==> config.mk <==
export PLATFORM = sky130hd
export DESIGN_NAME = psd_div_cell
export DESIGN_NICKNAME = d
export VERILOG_FILES = /design/src/rtl/core/psd_div_cell.sv
export SDC_FILE = /design/constraint.sdc
export NUM_CORES = 1
export LEC_CHECK = 0
export ABC_AREA = 1
export BUFFER_PORTS_ARGS = -buffer_cell sky130_fd_sc_hd__buf_2
export CAP_MARGIN = 20
export CORE_AREA = 2 2 159 161
export CTS_CLUSTER_SIZE = 30
export DETAILED_ROUTE_END_ITERATION = 8
export DIE_AREA = 0 0 161 163
export GPL_TIMING_DRIVEN = 1
export PLACE_DENSITY = 0.51
export SLEW_MARGIN = 20
export SYNTH_ARGS = -nofsm -noshare
export SYNTH_HDL_FRONTEND = slang
export SYNTH_SLANG_ARGS = --single-unit
==> constraint.sdc <==
create_clock -name clk -period 2.1 [get_ports clk]
set_input_delay 0.105 -clock clk [delete_from_list [all_inputs] [get_ports clk]]
set_output_delay 0.105 -clock clk [all_outputs]
set_load 0.01 [all_outputs]
==> src/rtl/core/psd_div_cell.sv <==
// One restoring division step for the projection quotient.
module psd_div_cell #(
  parameter int L2W  = 33,
  parameter int TBW  = 16,
  parameter int SIDE = 8
) (
  input  logic            clk,
  input  logic            rst,
  input  logic            en,
  input  logic            v_in,
  input  logic [L2W-1:0]  rem_in,
  input  logic [TBW-1:0]  q_in,
  input  logic [L2W-1:0]  len2_in,
  input  logic [SIDE-1:0] side_in,
  output logic            v_out,
  output logic [L2W-1:0]  rem_out,
  output logic [TBW-1:0]  q_out,
  output logic [L2W-1:0]  len2_out,
  output logic [SIDE-1:0] side_out
);

  logic [L2W:0] shifted;
  logic         take;

  // shift remainder, compare against the squared length
  assign shifted = {rem_in, 1'b0};
  assign take    = shifted >= {1'b0, len2_in};

  always_ff @(posedge clk) begin
    if (rst) begin
      v_out <= 1'b0;
    end else if (en) begin
      v_out <= v_in;
    end
  end

  always_ff @(posedge clk) begin
    if (en) begin
      rem_out  <= take ? L2W'(shifted - {1'b0, len2_in}) : L2W'(shifted);
      q_out    <= {q_in[TBW-2:0], take};
      len2_out <= len2_in;
      side_out <= side_in;
    end
  end

endmodule

# ---- Yosys cells after proc, flatten, opt, wreduce, memory -nomap -nowiden
# Index checks and enable logic that the tools add are counted.
# W data, S select, Z words.
dict set report word_totals {
  ff_bits 91
  word_cells 9
  out_inout_bits 91
  input_bits 94
}
dict set report op_classes {
  add_sub_neg 1
  n_lt_le_gt_ge 1
  muxes 1
}
# cell count
set ops {}
lappend ops {{$ge A34 B33 Y1} 1}
lappend ops {{$mux W33} 1}
lappend ops {{$sub A33 B33 Y33} 1}

# ---- Logic depth before layout (Yosys ltp)
# Gate-level depths: netlist (run 1).
dict set report depth {
  ltp_word 2
  depth_mapped 15
  mapped_depth_nobuf 14
}

# ---- Worst setup path before layout (run 1)
# No wires, ideal clock.
dict set report synth_timing {
  kind {input-to-reg}
  from {input port len2_in[28]}
  to {register rem_out[25], data pin}
  path_slack_ps 384
  required_time_ps 1848
  n_path_buf 1
  arrival_ps 1464
  path_stages 13
  setup_time_ps 252
  path_cell_list {inv_1 -> ha_1 -> nand2_1 -> inv_1 -> nand2_1 -> nand3_1 -> a21oi_1 -> nand2_1 -> nor2_4 -> nand2_4 -> buf_8 -> nand3_2 -> nand2_1}
}
dict set report synth_via {
  elab_chain_len 2
}
# element line_no
set synth_lines {}
lappend synth_lines {{start: declaration} 13} ;# input logic [L2W-1:0] len2_in,
lappend synth_lines {{$ge A34 B33 Y1} 27} ;# assign take = shifted >= {1'b0, len2_in};
lappend synth_lines {{$mux W33} 39} ;# rem_out <= take ? L2W'(shifted - {1'b0, len2_in}) : L2W'(shifted);
lappend synth_lines {{end signal: assignment} 39}
lappend synth_lines {{end: declaration} 16} ;# output logic [L2W-1:0] rem_out,
# Every way passes these cells.
# A chain may end at the register's enable or synchronous reset.

# ---- Worst setup path after layout (run 1)
dict set report layout_timing {
  from {input port len2_in[16]}
  to {register rem_out[27], data pin}
}
dict set report layout_via {
  elab_chain_len 2
  word_cells_on_any_way 3
  classes_between {add/sub: 1; order compare: 1; mux: 1}
}
# element line_no
set layout_lines {}
lappend layout_lines {{$sub A33 B33 Y33 or $ge A34 B33 Y1 (tied branches)} {39, 27}}
lappend layout_lines {{$mux W33 (*)} 39}
# Mark *: on every way between the ends. The rest lies on a longest branch, timed or not.

==> flow_metrics.tcl, run 1 <==
set metrics [dict create \
    core-area_mm2 0.0247 \
    synth_top_area_frac 0.446 \
    grt_max_degree 34 \
    ant_nets 0 \
    io_buffers 183 \
    dieArea_mm2 0.0262 \
    start_kind "input port" \
    fp-row-count 58 \
    vias_per_cell 4.03 \
    detail_route.wl_per_cell_um 13.3 \
    synthTopCellsByCount "nand2_1, inv_1, edfxtp_1" \
    criticalPathCategory "in2reg" \
    crit_path_start "len2_in[16]" \
    die_w_um 161 \
    finClkSkew_ps 0 \
    area_delta_synth_final_pct 42.8 \
    final_nets 1192 \
    cp.required_ps 2220 \
    grt_antenna_before_repair 1 \
    fin_crit_sh 0.933 \
    die_y_um 163 \
    cp.arrival_ps 2080 \
    max_slew_margin 0.710 \
    rsz0062_at_grt "true" \
    max_clock_freq_mhz 511 \
    synth_area_leaders "edfxtp_1, nand2_1, inv_1" \
    max-vdd-ir-drop_uv 299 \
    yosys_warnings 0 \
    synth_edf_count 90 \
    period_needed_ps 1960 \
    status "complete, no violations" \
    cts_tree "built" \
    drive_gt1_frac 0.273 \
    fin_total_pwr_uw 5510 \
    fill_cells 2717 \
    vias 5638 \
    synth_area_mm2 0.00606 \
    tightest_slew_ps 435 \
    setup_viol 0 \
    place_inst 1325 \
    cts.sinks 91 \
    end_kind "flip-flop" \
    fin_cells 1400 \
    finalHoldViolCount 0 \
    synth_cell_type_count 31 \
    synth-seq-area-share 0.449 \
    syn_nets 910 \
    cp-endpoint "rem_out[27]" \
    synthFlopType "edfxtp_1" \
    gp_congestion 0.859 \
    path_clk_slew_ps 80 \
    detail_route.iter0.violations 275 \
    drc 0 \
    min_path_type "in2reg" \
    clock_latency_ps 360 \
    numCtsBuffers 9 \
    yosysMostFrequentCell "nand2_1" \
    rr_endpoint "v_out" \
    track_usage 0.143 \
    r2r_cells 3 \
    min_from "rem_in[22]" \
    crit_fanout 3 \
    wirelength_mm 18.6 \
    r2r_slack_ps 930 \
    grt_first_pass_wirelength_mm 29.4 \
    syn_avg_cell_area_um2 7.75 \
    r2r-start "v_out" \
    async_flop_share 0 \
    htree_levels 3 \
    syn_inst 782 \
    drt-pass1-iter-count 4 \
    pin_count 185 \
    hpwlAfterDp_mm 14.9 \
    cts-root-buf "clkbuf_16" \
    start_util 0.246 \
    post-synth-top-area-cell "edfxtp_1" \
    ys_ff_latch 91 \
    leakagePower_uw 0.00450 \
    slew_viol_final 0 \
    ctsLongestPathBuffers 2 \
    first_global_vias 5721 \
    p_per_area_mw_per_mm2 636 \
    cap_violations 0 \
    grt_remaining_overflow 0 \
]
-- worst max-delay path, stage by stage --
cell and delay, ps:
dlygate4sd3_1 540, buf_2 130, inv_2 60, ha_4 200, buf_4 150, nand2_1 60
nand2_1 60, nand2_1 60, nand2_1 70, inv_1 50, nand2_1 110, a21oi_2 230
nand3b_1 120, nand3_2 80, nand2_1 50
-- worst min-delay path by stage --
stage               depth (start not counted)  slack [ps]     endpoint
CTS                                         3          50   rem_out[9]
finish                                      3          60  rem_out[23]
global placement                            2         260        v_out
floorplan                                   1         180        v_out
global route                                3          60   rem_out[9]
detailed placement                          2         270        v_out
-- cell type report --
type	instances	area, um^2	area share
multi-input combinational	519	2750	0.318
clock inverter	7	65.1	0.00752
inverter	163	612	0.0707
clock buffer	9	225	0.0260
timing repair buffer	280	1860	0.215
tap	330	413	0.0477
sequential	91	2720	0.315
antenna	1	2.50	0.000289
-- state kept, by name, summed over array words and instances, names as in the netlist --
name      flops
len2_out     33
v_out         1
side_out      8
rem_out      33
q_out        16
-- power breakdown --
group / internal [uW] / leakage [uW] / switching, uW
Sequential: 2220 / 0.000888 / 37.8
Clock: 834 / 0.000140 / 833
Combinational: 660 / 0.00347 / 921
Total: 3720 / 0.00450 / 1790
-- logic make-up (layout without fill, tap and decap cells) --
group	count (synthesis)	count (layout)	synth area share
fa+ha+maj	34	34	0.0714
flops	91	91	0.449
xor+xnor	15	15	0.0217
compound gates	26	26	0.0219
simple gates	443	443	0.322
other cells	0	1	0
mux	1	1	0.00165
buf+inv	172	459	0.112
-- routing by layer --
layer,routed length [um],GRT usage
met5,13,0
met3,954,0.0344
met1,8910,0.188
met4,280,0.0373
met2,8490,0.237
-- metrics by stage --
stage | TNS, ps | utilization | cell area [um^2] | setup slack (ps) | hold WS [ps]
2_1_floorplan | 0 | - | 6060 | 384 | 177
3_3_place_gp | -1130 | 0.311 | 7680 | -62.1 | 263
3_5_place_dp | -312 | 0.311 | 7680 | -33.1 | 267
4_1_cts | 0 | 0.347 | 8550 | 11.7 | 49.1
5_1_grt | -21.4 | 0.351 | 8650 | -7.29 | 60.3
6_report | 0 | 0.351 | 8660 | 141 | 60.1
-- placed cells by master (no fill, tap or decap), types with 4 or more instances in the layout --
cell type / count
nand2_1: 288
buf_2: 182
inv_1: 156
edfxtp_1: 90
dlygate4sd3_1: 58
nand3_1: 54
nor2_1: 33
buf_4: 33
ha_1: 32
a21oi_1: 19
xor2_1: 14
nand3_2: 11
nand3b_1: 10
clkbuf_16: 9
nor2_4: 8
inv_2: 7
nor2_2: 7
nand2_2: 7
and2_1: 7
nor3_1: 6
buf_12: 5
nand2_4: 4
a21oi_2: 4
-- timing repair --
action,4_1_cts,5_1_grt
setup buffers,0,0
resized for setup,0,28
setup endpoints to repair,0,34
hold endpoints to repair,57,0
hold buffers,58,0
Note: power is estimated with default switching activity, not from simulation.
==> run 2: changes to the inputs <==
--- a/config.mk
+++ b/config.mk
@@ -14,6 +14,7 @@
 export DIE_AREA = 0 0 161 163
 export GPL_TIMING_DRIVEN = 1
 export PLACE_DENSITY = 0.51
+export REMOVE_ABC_BUFFERS = 1
 export SLEW_MARGIN = 20
 export SYNTH_ARGS = -nofsm -noshare
 export SYNTH_HDL_FRONTEND = slang
==> flow_metrics.tcl, run 2 (same netlist as run 1, synthesis figures left out) <==
set metrics [dict create \
    status "complete, no violations" \
    path_delay_family "simple AND/OR/NAND/NOR gates" \
    p_int_uw 3820 \
    vias 5553 \
    final_nets 1186 \
    cts_tree "built" \
    cp_common_cell "nand2_1" \
    r2r_cells 3 \
    start_kind "input port" \
    fin_util 0.345 \
    cp.required_ps 2210 \
    finalHoldViolCount 0 \
    grt_antenna_before_repair 2 \
    timing.final.ws_setup_ps 406 \
    end_kind "flip-flop" \
    pin_count 185 \
    criticalPathCategory "in2reg" \
    fin_crit_sh 0.807 \
    slew_viol_final 0 \
    detail_route.wl_per_cell_um 13.1 \
    wirelength_mm 18.2 \
    slowest_stage "ha_1" \
    cap_violations 0 \
    slowest_delay_ps 360 \
    r2r-start "v_out" \
    ant_nets 0 \
    power.switching_uw 1750 \
    path_clk_slew_ps 80 \
    cts.sinks 91 \
    leakagePower_uw 0.00445 \
    drc 0 \
    reg_top3 "len2_out: 33 flops, rem_out: 33 flops, q_out: 16 flops" \
    drt-pass1-iter-count 5 \
    cts_setup_buffers 0 \
    hold_slack_ps 65.0 \
    setup_viol 0 \
    whs_path_depth 3 \
    first_global_vias 5510 \
    power_frac_clock 0.320 \
    fin_cells 1393 \
    min_path_type "in2reg" \
    place_inst 1319 \
    crit_fanout 5 \
    clock_latency_ps 350 \
    ctsLongestPathBuffers 2 \
    diodes 0 \
    finClkSkew_ps 0 \
    max_slew_margin 0.726 \
    start_util 0.246 \
    cts-root-buf "clkbuf_16" \
    vias_per_cell 3.99 \
    cp.arrival_ps 1810 \
    gp_congestion 0.864 \
    die_w_um 161 \
    detail_route.iter0.violations 280 \
    comb_power_share 0.274 \
    layout_commonest_cell "nand2_1" \
    grt_remaining_overflow 0 \
    hold_end "rem_out[7]" \
    final_cell_mix "nand2_1, buf_2, inv_1" \
    swShare 0.314 \
    tightest_slew_ps 411 \
    min_from "rem_in[6]" \
    die_y_um 163 \
    max_clock_freq_mhz 590 \
    rr_endpoint "v_out" \
    grt_max_degree 36 \
    seq_power_share 0.406 \
    io_buffers 183 \
    numCtsBuffers 9 \
    worstPathCellList "buf_2, inv_1, ha_1, nand2_1, nor2_1, nand2_1, nand3_1, nand2_1, nand2_1, nand2_1, nand2_1, nand2_1, nand3_2, nand2_1" \
    r2r_slack_ps 960 \
    track_usage 0.141 \
    hpwlAfterDp_mm 14.6 \
    core-area_mm2 0.0247 \
    rsz0062_at_grt "false" \
    max-vdd-ir-drop_uv 313 \
    p_per_area_mw_per_mm2 653 \
    path_buf_inv 2 \
    grt_first_pass_wirelength_mm 28.7 \
    area_delta_synth_final_pct 40.6 \
    drive_gt1_frac 0.252 \
    htree_levels 3 \
    period_needed_ps 1690 \
    post-place-ws_ps -1.18 \
    fp-row-count 58 \
    fill_cells 2646 \
    dieArea_mm2 0.0262 \
]
[run 2: changes by cell type in the layout (fill, tap and decap cells not counted), sizes merged]
cell      change
buf           -6
bufinv        +1
clkinvlp      -1
diode         -1
[run 2: final cells by class]
class	instances	area [um^2]	area share
clock inverter	7	92.6	0.0109
multi-input combinational	519	2660	0.312
timing repair buffer	274	1800	0.211
clock buffer	9	225	0.0264
sequential	91	2720	0.320
tap	330	413	0.0485
inverter	163	612	0.0718
[run 2: worst min-delay path: cells and delay by family]
family        cells  cell delay (ps)
simple gates      2              130
buf+inv           1               90
[run 2: power groups by stage]
stage / Sequential [uW] / Clock, uW / Combinational [uW]
after global routing: 2280 / 1920 / 1740
final: 2260 / 1780 / 1530
after floorplan: 2420 / 0 / 712
after global placement: 2300 / 0 / 1460
after CTS: 2260 / 1850 / 1560
after detailed placement: 2300 / 0 / 1470
[run 2: per-stage QoR]
stage	power (uW)	setup TNS, ps	instance area, um^2
floorplan	3130	-1050	5990
global placement	3760	0	7620
detailed placement	3770	-1.18	7620
CTS	5670	0	8520
global route	5930	0	8520
finish	5560	0	8520
[run 2: timing repair]
item	in CTS	in global routing
gates resized for setup	0	0
hold buffers	58	0
hold endpoints to repair	57	0
[run 2: worst max-delay path by stage]
stage | startpoint | end | slack, ps | cells past startpoint
global placement | len2_in[23] | rem_out[31] | 20 | 13
global route | len2_in[23] | rem_out[31] | 100 | 13
detailed placement | len2_in[23] | rem_out[31] | -1 | 13
CTS | len2_in[23] | rem_out[31] | 380 | 13
floorplan | len2_in[28] | rem_out[1] | -60 | 12
finish | len2_in[3] | rem_out[29] | 410 | 14
[run 2: per-layer routing]
metal  vias up  wire, um  global-route usage  part of all wire
li1       2985         -                   -                 -
met1      2431      8810               0.186              0.48
met2       124      8090               0.230              0.44
met3        11      1110              0.0385             0.061
met4         2       168              0.0313            0.0092
met5         -        13                   0           0.00071
