## config.mk

```make
export PLATFORM = sky130hd
export DESIGN_NAME = psd_sqrt_cell
export DESIGN_NICKNAME = d
export VERILOG_FILES = /design/src/rtl/core/psd_sqrt_cell.sv
export SDC_FILE = /design/constraint.sdc
export NUM_CORES = 1
export LEC_CHECK = 0
export BUFFER_PORTS_ARGS = -buffer_cell sky130_fd_sc_hd__buf_2
export CAP_MARGIN = 10
export CELL_PAD_IN_SITES_DETAIL_PLACEMENT = 0
export CELL_PAD_IN_SITES_GLOBAL_PLACEMENT = 1
export CORE_ASPECT_RATIO = 1.1
export CORE_MARGIN = 2
export CORE_UTILIZATION = 41
export CTS_BUF_LIST = sky130_fd_sc_hd__clkbuf_8
export DETAILED_ROUTE_END_ITERATION = 10
export HOLD_SLACK_MARGIN = 0.03
export PLACE_DENSITY_LB_ADDON = 0.1
export SLEW_MARGIN = 5
export SYNTH_ARGS = -nofsm -noshare
export SYNTH_HDL_FRONTEND = slang
export SYNTH_SLANG_ARGS = --single-unit
```

## constraint.sdc

```tcl
create_clock -name clk -period 6.3 [get_ports clk]
set_input_delay 1.26 -clock clk [delete_from_list [all_inputs] [get_ports clk]]
set_output_delay 1.26 -clock clk [all_outputs]
set_load 0.02 [all_outputs]
```

## src/rtl/core/psd_sqrt_cell.sv

```systemverilog
// One digit-by-digit integer square root step (two radicand bits per cell).
module psd_sqrt_cell #(
  parameter int SW   = 40,
  parameter int RW   = 20,
  parameter int SIDE = 18
) (
  input  logic            clk,
  input  logic            rst,
  input  logic            en,
  input  logic            v_in,
  input  logic [SW-1:0]   n_in,
  input  logic [RW+1:0]   rem_in,
  input  logic [RW-1:0]   root_in,
  input  logic [SIDE-1:0] side_in,
  output logic            v_out,
  output logic [SW-1:0]   n_out,
  output logic [RW+1:0]   rem_out,
  output logic [RW-1:0]   root_out,
  output logic [SIDE-1:0] side_out
);

  logic [RW+3:0] rem_s;
  logic [RW+3:0] trial;
  logic          take;

  // bring down the next two radicand bits and try root*4+1
  assign rem_s = {rem_in, n_in[SW-1:SW-2]};
  assign trial = {2'b00, root_in, 2'b01};
  assign take  = rem_s >= trial;

  always_ff @(posedge clk) begin
    if (rst) begin
      v_out <= 1'b0;
    end else if (en) begin
      v_out <= v_in;
    end
  end

  always_ff @(posedge clk) begin
    if (en) begin
      n_out    <= {n_in[SW-3:0], 2'b00};
      rem_out  <= take ? (RW+2)'(rem_s - trial) : (RW+2)'(rem_s);
      root_out <= {root_in[RW-2:0], take};
      side_out <= side_in;
    end
  end

endmodule

```

Word-level counts from Yosys, hierarchy flattened
Index checks and enable logic that the tools add are counted.
{ "classes": {"magnitude_cmp": 1, "add_sub_neg": 1, "n_mux": 1} }
{ "ops": {"columns": ["operator", "count"], "rows": [
  ["24-bit by 22-bit >= comparator with 1-bit output", 1],
  ["22-bit two-way mux", 1],
  ["22-bit subtractor", 1]
]} }
{ "totals": {"output_inout_bits": 101, "ff_bits": 99} }

Depth between registers and ports, before layout
Gate-level depths: netlist of the first run.
{ "logic_depth": {"depth_word": 2, "ltp_mapped": 11, "depth_no_buf": 8} }

Worst setup path after synthesis of the first run
Ideal clock, no wire load.
{ "synth_path": {"path_kind": "input port to flip-flop", "from": "in root_in[3]", "to": "reg rem_out[10], data pin", "setup_ns": 0.260, "required_ns": 6.040, "path_buffers": 2, "arrival_time_ns": 3.200, "cell_stages": 10, "setup_slack_ns": 2.840, "path_cell_list": "inv_1 -> ha_1 -> a21o_1 -> or2_1 -> o21bai_4 -> a211o_1 -> and2_4 -> buf_6 -> buf_6 -> mux2_4"} }
{ "synth_between": {"elab_chain_len": 2, "word_cells_on_any_way": 3, "classes_between": "add/sub: 1; order compare: 1; mux: 1"} }
{ "synth_rtl": {"columns": ["element", "line_no", "source"], "rows": [
  ["start, declared", "13", "input logic [RW-1:0] root_in,"],
  ["22-bit subtractor / 24-bit by 22-bit >= comparator with 1-bit output (equally long branches)", "42, 29", null],
  ["22-bit two-way mux (*)", "42", "rem_out <= take ? (RW+2)'(rem_s - trial) : (RW+2)'(rem_s);"],
  ["end signal, assigned", "42", null],
  ["end, declared", "17", "output logic [RW+1:0] rem_out,"]
]} }
Mark *: on every way between the ends. The rest lies on a longest branch, timed or not.
A chain may end at the register's enable or synchronous reset.

Worst setup path in the final report of the first run
{ "layout_path": {"from": "in rem_in[3]", "to": "reg rem_out[5], data pin"} }
{ "layout_between": {"elab_chain_len": 2, "word_cells_on_any_way": 3, "classes_between": "add/sub: 1; order compare: 1; mux: 1"} }
{ "layout_rtl": {"columns": ["element", "line_no", "source"], "rows": [
  ["start, declared", "12", "input logic [RW+1:0] rem_in,"],
  ["22-bit subtractor / 24-bit by 22-bit >= comparator with 1-bit output (equally long branches)", "42, 29", null],
  ["22-bit two-way mux (*)", "42", null]
]} }
Marked as above.

==> results of run 1 <==
-- worst paths after layout --
| kind | cells past startpoint | to | slack [ps] |
|---|---|---|---|
| max | 8 | rem_out[5]$_DFFE_PP_ | 2840 |
| min | 2 | v_out$_SDFFE_PP0P_ | 530 |
| max reg2reg | 2 | v_out$_SDFFE_PP0P_ | 5700 |
| min reg2reg | 2 | v_out$_SDFFE_PP0P_ | 530 |
-- registers in the layout, summed over array words and instances (netlist names) --
name,cells
rem_out,22
side_out,18
n_out,38
root_out,20
v_out,1
-- layout make-up --
type                    instances  area, um^2
well taps                     147         184
clock inverters                 7        58.8
fillers                       972        5030
inverters                      29         109
repair buffers                203        1020
clock buffers                   9         124
multi-input cells             200        1520
flip-flops and latches         99        2960
-- metrics by stage --
stage | area [um^2] | setup slack, ps
final | 5980 | 2840
after global routing | 5980 | 2720
after CTS | 5980 | 2840
after detailed placement | 5790 | 2430
after global placement | 5790 | 2500
after floorplan | 4660 | 2840
-- synth_stat cells (all sizes together), types with 6 or more instances --
cell type / instances / area, um^2
a21o: 6 / 45.0
ha: 22 / 275
o21ai: 17 / 85.1
inv: 29 / 109
mux2: 13 / 184
nand3: 10 / 50.1
xnor2: 11 / 96.3
buf: 8 / 63.8
nand2: 17 / 63.8
nor2: 15 / 56.3
a21oi: 23 / 126
edfxtp: 98 / 2940
-- worst max-delay path, stage by stage --
cell and delay, ps:
buf_2 110, ha_1 380, a21o_1 220, or2_1 260, o21bai_4 180, a211o_1 330
and2_4 470, mux2_2 380
-- cell families after synthesis --
logic type	after synthesis
and+or+nand+nor	68
buffers and inverters	39
AOI/OAI and AO/OA	78
muxes	16
adders and majority gates	22
xor gates and xnor gates	14
other	1
DFF	99
-- cells in the final DEF, fill, tap and decap left out, drive strengths merged, types with 11 or more instances in the layout --
master and count:
ha 22, edfxtp 98, buf 203, nand2 17, xnor2 11, mux2 13, o21ai 17, a21oi 23
nor2 15, inv 33
-- power by group through the flow --
| stage | Combinational [mW] | Clock (mW) | Sequential [mW] |
|---|---|---|---|
| 6_report | 0.374 | 0.393 | 0.814 |
| 2_1_floorplan | 0.154 | 0 | 0.915 |
| 3_3_place_gp | 0.374 | 0 | 0.827 |
| 3_5_place_dp | 0.377 | 0 | 0.829 |
| 4_1_cts | 0.379 | 0.405 | 0.815 |
| 5_1_grt | 0.405 | 0.427 | 0.820 |
-- per-layer routing --
layer / GRT usage, % / routed length, um / up-vias / share of wire [%]
li1: - / - / 1671 / -
met2: 31.8 / 5670 / 134 / 49
met1: 22.8 / 4770 / 1590 / 41
met3: 5.91 / 974 / 12 / 8.4
met5: 0 / 41 / - / 0.36
met4: 4.74 / 90 / 6 / 0.78
==> impl_metrics.ini, run 1 <==
[synth]
synth_cells = 337
synth-compound-area-share_pct = 11.9
yosys.area_share.simple_pct = 7.39
synth_top_family_by_area = compound AO/OA/AOI/OAI gates
synth-edff-count = 98
ys_seq_area_share_pct = 63.6
ys.flop_type = edfxtp_1
synth.area.mux_share_pct = 4.59
synth_area_um2 = 4660
synth_fa_ha_area_share_pct = 5.91
ys_ff_latch = 99
yosysWarnings = 0
synth_cell_types = 54
synth_area_per_cell_um2 = 13.8
synth-xor-area-share_pct = 2.63
ys_async_sr_fraction_pct = 0

[placed_design]
portBuffers = 202
dp_hpwl_mm = 8.98
place.gp.congestion = 0.864
placedCellCount = 678

[final_layout]
final_cells = 694
layout-drive-gt1-share_pct = 44.4
utilization_pct = 54.3
n_antenna_cell = 0
num-nets-final = 668
syn_to_final_growth_pct = 28.3

[global_routing]
grt_pass1_vias = 3373
grt_overflow = 0
track_usage_pct = 18.5
grt_start_max_net_pins = 71
grt_pass1_wl_mm = 17.4
antenna_found_initial = 3

[worst_setup_path]
critPathLaunchType = input port
cp.required_ps = 6440
arrival_ps = 3590
end_kind = flop
critPathKind = in -> reg
r2r_start = v_out$_SDFFE_PP0P_
crit_fanout = 23
cp-startpoint = rem_in[3]

[floorplan]
dieArea_um2 = 12200
die_w_um = 106
die_h_um = 116
start_util_pct = 42.3
coreArea_um2 = 11000
rows = 40
pin_count = 205

[clocking]
cts_tree = done
cts_resized = 0
htreeDepth = 3
cts_buffer_depth = 2
ctsHoldBuffers = 0
cts_root_buf = clkbuf_8
clkSinkCount = 99
path_clk_slew_ps = 110
cts_buffers = 9
cts_setup_buffers = 0
insertion_delay_ps = 370

[sta]
rsz0062_at_grt = no
slew_headroom_pct = 43.7
slew_violations = 0
max_freq_mhz = 289
skew_ps = 0
whs_ps = 533
finalSetupViolCount = 0
min_period_ps = 3460
period_share_pct = 54.9
tns_ps = 0
hold_violations = 0
worst_pin_slew_ps = 844

[route]
drt_iter0_markers = 178
wirelength_mm = 11.5
route.vias.total = 3413
drc = 0
postRouteAntennaNets = 0
drt-vias-per-instance = 4.92
dr.pass1.iters = 4
avgRoutedWirePerCell_um = 16.6

[min_path]
hp-class = reg -> reg
min-delay-start = v_out$_SDFFE_PP0P_

[power_and_ir_drop]
swShare_pct = 30.5
combPwrFrac_pct = 23.7
p_clk_share_pct = 24.9
p_per_area_nw_per_um2 = 265
power_switching_mw = 0.481
power_mw = 1.58
p_seq_share_pct = 51.5
p_int_mw = 1.10
leakage_nw = 2.63
ir_drop_mv = 0.111

[run]
maxCapViolCount = 0

[run_status]
status = completed
Note: power is estimated with default switching activity, not from simulation.
==> run 2: changes to the inputs <==
--- a/config.mk
+++ b/config.mk
@@ -11,7 +11,7 @@
 export CELL_PAD_IN_SITES_GLOBAL_PLACEMENT = 1
 export CORE_ASPECT_RATIO = 1.1
 export CORE_MARGIN = 2
-export CORE_UTILIZATION = 41
+export CORE_UTILIZATION = 34
 export CTS_BUF_LIST = sky130_fd_sc_hd__clkbuf_8
 export DETAILED_ROUTE_END_ITERATION = 10
 export HOLD_SLACK_MARGIN = 0.03
==> constraint.sdc (replaced) <==
create_clock -name clk -period 2.9 [get_ports clk]
set_input_delay 0.58 -clock clk [delete_from_list [all_inputs] [get_ports clk]]
set_output_delay 0.58 -clock clk [all_outputs]
set_load 0.02 [all_outputs]
==> run 2 against run 1 <==
Die area is 20% higher. Global-route usage is 2.2 points lower. Clock power grew to 2.7 times the previous value. Worst setup slack worse by 2400 ps. Cell count is 8.1% higher. Largest cell class unchanged.
==> impl_metrics.ini, run 2 (synthesized netlist as in run 1, its figures left out) <==
[run_status]
status = completed

[sta]
min_period_ps = 2460
whs_ps = 351
slew_headroom_pct = 57.4
rsz0062_at_grt = no
period_share_pct = 84.7
skew_ps = 0
slew_violations = 0
finalSetupViolCount = 0
hold_violations = 0
worst_pin_slew_ps = 637
tns_ps = 0
max_freq_mhz = 407

[clocking]
cts_tree = done
path_clk_slew_ps = 90
cts_resized = 0
htreeDepth = 3
clkSinkCount = 99
cts_root_buf = clkbuf_8
insertion_delay_ps = 370
cts_buffers = 9
ctsHoldBuffers = 0
cts_buffer_depth = 2
cts_setup_buffers = 0

[final_layout]
largest_reg_flops = 38
layout_commonest_cell = buf_2
final_cell_mix = buf_2, edfxtp_1, inv_1
regMostFlops = n_out
num-nets-final = 687
final_cells = 750
layout-drive-gt1-share_pct = 46.1
reg.largest.list = n_out x38, rem_out x22, root_out x20
fill_cells = 1259
fin_area_um2 = 6250
syn_to_final_growth_pct = 34.1
n_antenna_cell = 0

[min_path]
hold_depth = 2
min-delay-start = rst
hp-class = in -> reg

[route]
drt_iter0_markers = 205
dr.pass1.iters = 4
drt-vias-per-instance = 4.66
wirelength_mm = 12.2
avgRoutedWirePerCell_um = 16.2
postRouteAntennaNets = 0
route.vias.total = 3492
drc = 0

[worst_setup_path]
r2r_end = v_out$_SDFFE_PP0P_
cp-startpoint = rem_in[3]
cp.depth = 8
crit_fanout = 6
critPathLaunchType = input port
r2r_cells = 2
slowest_delay_ps = 390
cp_cell_sequence = buf_2 -> ha_1 -> a21o_1 -> or2_1 -> o21ai_0 -> o21ai_0 -> nor4_1 -> o41ai_2
r2r_start = v_out$_SDFFE_PP0P_
slowest_stage = nor4_1
cp.required_ps = 3030
cp_common_cell = o21ai_0
end_kind = flop
crit_family = compound AO/OA/AOI/OAI gates
arrival_ps = 2590
critPathCapture = rem_out[18]$_DFFE_PP_
ff2ff_setup_slack_ps = 2310
critPathKind = in -> reg
critPathBufInv = 1

[placed_design]
portBuffers = 202
place.gp.congestion = 0.815
placed_area_um2 = 6010
placedCellCount = 734
dp_hpwl_mm = 9.58

[power_and_ir_drop]
ir_drop_mv = 0.199
power_mw = 3.69
leakage_nw = 2.77
p_per_area_nw_per_um2 = 590

[global_routing]
antenna_found_initial = 2
track_usage_pct = 16.3
grt_start_max_net_pins = 41
grt_pass1_vias = 3481
grt_overflow = 0
grt_pass1_wl_mm = 18.0

[floorplan]
rows = 44
die_w_um = 116
die_h_um = 127
dieArea_um2 = 14600
pin_count = 205
coreArea_um2 = 13300
start_util_pct = 35.1

[run]
maxCapViolCount = 0
-- run 2: metrics by stage --
stage / util (%) / worst slack (ps)
2_1_floorplan: - / 120
3_3_place_gp: 45.3 / 50.0
3_5_place_dp: 45.3 / 38.0
4_1_cts: 47.1 / 450
5_1_grt: 47.1 / 325
6_report: 47.1 / 444
-- run 2: area by class of cell --
class	instances	area (um^2)	share of cell area [%]
Tap cell	184	230	3.69
Sequential cell	99	2960	47.4
Inverter	29	109	1.74
Clock inverter	7	115	1.84
Timing Repair Buffer	222	1190	19.0
Multi-Input combinational cell	200	1520	24.3
Clock buffer	9	124	1.98
-- run 2: worst reg2reg max path, delay by kind of cell, from the launching register on --
family | cells | cell delay, ps
flops | 1 | 320
mux | 1 | 120
simple gates | 1 | 50
-- run 2: power by group --
part	internal, mW	switching, mW	total [mW]
registers	1.74	0.0303	1.77
clock network	0.574	0.500	1.07
logic	0.353	0.495	0.849
-- run 2: worst min-delay path by stage --
stage	to	slack [ps]
global route	v_out$_SDFFE_PP0P_	340
detailed placement	v_out$_SDFFE_PP0P_	510
floorplan	v_out$_SDFFE_PP0P_	580
CTS	v_out$_SDFFE_PP0P_	320
global placement	v_out$_SDFFE_PP0P_	480
finish	v_out$_SDFFE_PP0P_	350
-- run 2: layer usage --
| metal | wire, um | share of wire (%) | vias to the layer above | track usage [%] |
|---|---|---|---|---|
| met2 | 5840 | 48 | 136 | 27.6 |
| met4 | 202 | 1.7 | 4 | 6.66 |
| met1 | 5180 | 43 | 1626 | 19.6 |
| met5 | 30 | 0.25 | - | 0 |
| li1 | - | - | 1709 | - |
| met3 | 910 | 7.5 | 17 | 3.97 |
==> run 3: changes to the inputs <==
--- a/config.mk
+++ b/config.mk
@@ -11,7 +11,7 @@
 export CELL_PAD_IN_SITES_GLOBAL_PLACEMENT = 1
 export CORE_ASPECT_RATIO = 1.1
 export CORE_MARGIN = 2
-export CORE_UTILIZATION = 34
+export CORE_UTILIZATION = 38
 export CTS_BUF_LIST = sky130_fd_sc_hd__clkbuf_8
 export DETAILED_ROUTE_END_ITERATION = 10
 export HOLD_SLACK_MARGIN = 0.03
==> constraint.sdc (replaced) <==
create_clock -name clk -period 2.3 [get_ports clk]
set_input_delay 0.46 -clock clk [delete_from_list [all_inputs] [get_ports clk]]
set_output_delay 0.46 -clock clk [all_outputs]
set_load 0.02 [all_outputs]
==> run 3 against run 2 <==
Combinational power grew 43%. Global-route usage grew 2.3 points. Register-to-register slack lost 600 ps. Hold slack lost 110 ps. Sequential power grew 26%. Worst setup slack lost 330 ps. Non-clock buffer count grew 53. Clock-buffer cell count grew 1. Core utilization grew 8.6 points.
==> impl_metrics.ini, run 3 (synthesized netlist as in run 1, its figures left out) <==
[worst_setup_path]
critPathKind = in -> reg
crit_family = compound AO/OA/AOI/OAI gates
arrival_ps = 2300
slowest_stage = ha_1
critPathBufInv = 3
cp.depth = 10
slowest_delay_ps = 320
cp.required_ps = 2410
crit_fanout = 13
end_kind = flop
r2r_cells = 2
critPathLaunchType = input port
cp_cell_sequence = buf_2 -> inv_1 -> ha_1 -> nand2_1 -> o21ai_0 -> a21oi_1 -> o221a_2 -> and2_4 -> buf_12 -> mux2_4

[clocking]
cts_tree = done
clkSinkCount = 99
cts_buffer_depth = 2
htreeDepth = 3
cts_root_buf = clkbuf_8
cts_buffers = 9
insertion_delay_ps = 360
ctsHoldBuffers = 0
path_clk_slew_ps = 100

[sta]
whs_ps = 242
finalSetupViolCount = 0
slew_violations = 0
rsz0062_at_grt = no
min_period_ps = 2190
finalWorstSetupSlack_ps = 110
hold_violations = 0
skew_ps = 0
period_share_pct = 95.2
max_freq_mhz = 457

[min_path]
hp-class = in -> reg
hold_depth = 2

[floorplan]
pin_count = 205
coreArea_um2 = 12000
die_w_um = 110
die_h_um = 120
dieArea_um2 = 13200
start_util_pct = 38.9
rows = 42

[power_and_ir_drop]
p_per_area_nw_per_um2 = 683
leakage_nw = 3.00
power_mw = 4.55
ir_drop_mv = 0.302

[global_routing]
antenna_found_initial = 0
grt_pass1_vias = 3656
grt_overflow = 0
grt_pass1_wl_mm = 18.5
grt_start_max_net_pins = 43
track_usage_pct = 18.5

[route]
avgRoutedWirePerCell_um = 16.1
dr.pass1.iters = 6
route.vias.total = 3734
drt_iter0_markers = 160
drt-vias-per-instance = 4.83
wirelength_mm = 12.4
postRouteAntennaNets = 0
drc = 0

[final_layout]
num-nets-final = 740
layout-drive-gt1-share_pct = 53.8
final_cell_mix = buf_2, edfxtp_1, buf_4
largest_reg_flops = 38
regMostFlops = n_out
layout_commonest_cell = buf_2
reg.largest.list = n_out x38, rem_out x22, root_out x20
syn_to_final_growth_pct = 43.2
n_antenna_cell = 0

[placed_design]
pre_cts_slack_ps = -384
portBuffers = 202
place.gp.congestion = 0.827
dp_hpwl_mm = 10.0

[run]
maxCapViolCount = 0

[run_status]
status = completed
[run 3: cell types whose count changed in the layout (fill, tap and decap cells not counted), moves of 3 or more]
| cell | before | now |
|---|---|---|
| buf_4 | 19 | 72 |
| ha_1 | 22 | 16 |
| inv_1 | 31 | 25 |
| ha_4 | 0 | 5 |
| a21oi_1 | 22 | 18 |
| a21oi_2 | 0 | 4 |
| clkinv_4 | 0 | 4 |
| bufinv_16 | 3 | 0 |
| inv_2 | 0 | 3 |
| o21ai_0 | 16 | 13 |
[run 3: area by class of cell]
cell class / instances / area [um^2]
inverter: 29 / 121
clock inverter: 6 / 57.6
clock buffer: 10 / 138
fill: 1095 / 5310
multi-input combinational: 200 / 1610
tap: 154 / 193
timing repair buffer: 275 / 1590
sequential: 99 / 2960
[run 3: per-stage QoR]
stage	cells	util (%)	instance area, um^2	TNS, ps
after floorplan	338	-	4770	-2620
after global placement	757	53.9	6460	-4820
after detailed placement	757	53.9	6460	-6510
after CTS	773	55.5	6660	0
after global routing	773	55.7	6670	0
final	773	55.7	6670	0
[run 3: final timing paths]
path / startpoint / to / slack, ps
hold / removal: rst / v_out$_SDFFE_PP0P_ / 240
hold reg to reg: v_out$_SDFFE_PP0P_ / v_out$_SDFFE_PP0P_ / 510
setup / recovery: root_in[17] / rem_out[12]$_DFFE_PP_ / 110
setup reg to reg: v_out$_SDFFE_PP0P_ / v_out$_SDFFE_PP0P_ / 1710
[run 3: what timing repair did]
item / 4_1_cts / 5_1_grt
setup buffers: 0 / 0
resized for setup: 0 / 4
setup endpoints to repair: 0 / 13
[run 3: power by group]
part | switching [mW] | internal, mW
sequential | 0.0408 | 2.19
combinational | 0.661 | 0.553
clock | 0.663 | 0.447
total | 1.36 | 3.19
[run 3: per-layer routing]
layer,wire [um],global-route usage (%)
met5,0,0
met4,233,7.04
met3,1110,5.87
met2,6140,31.8
met1,4930,21.3
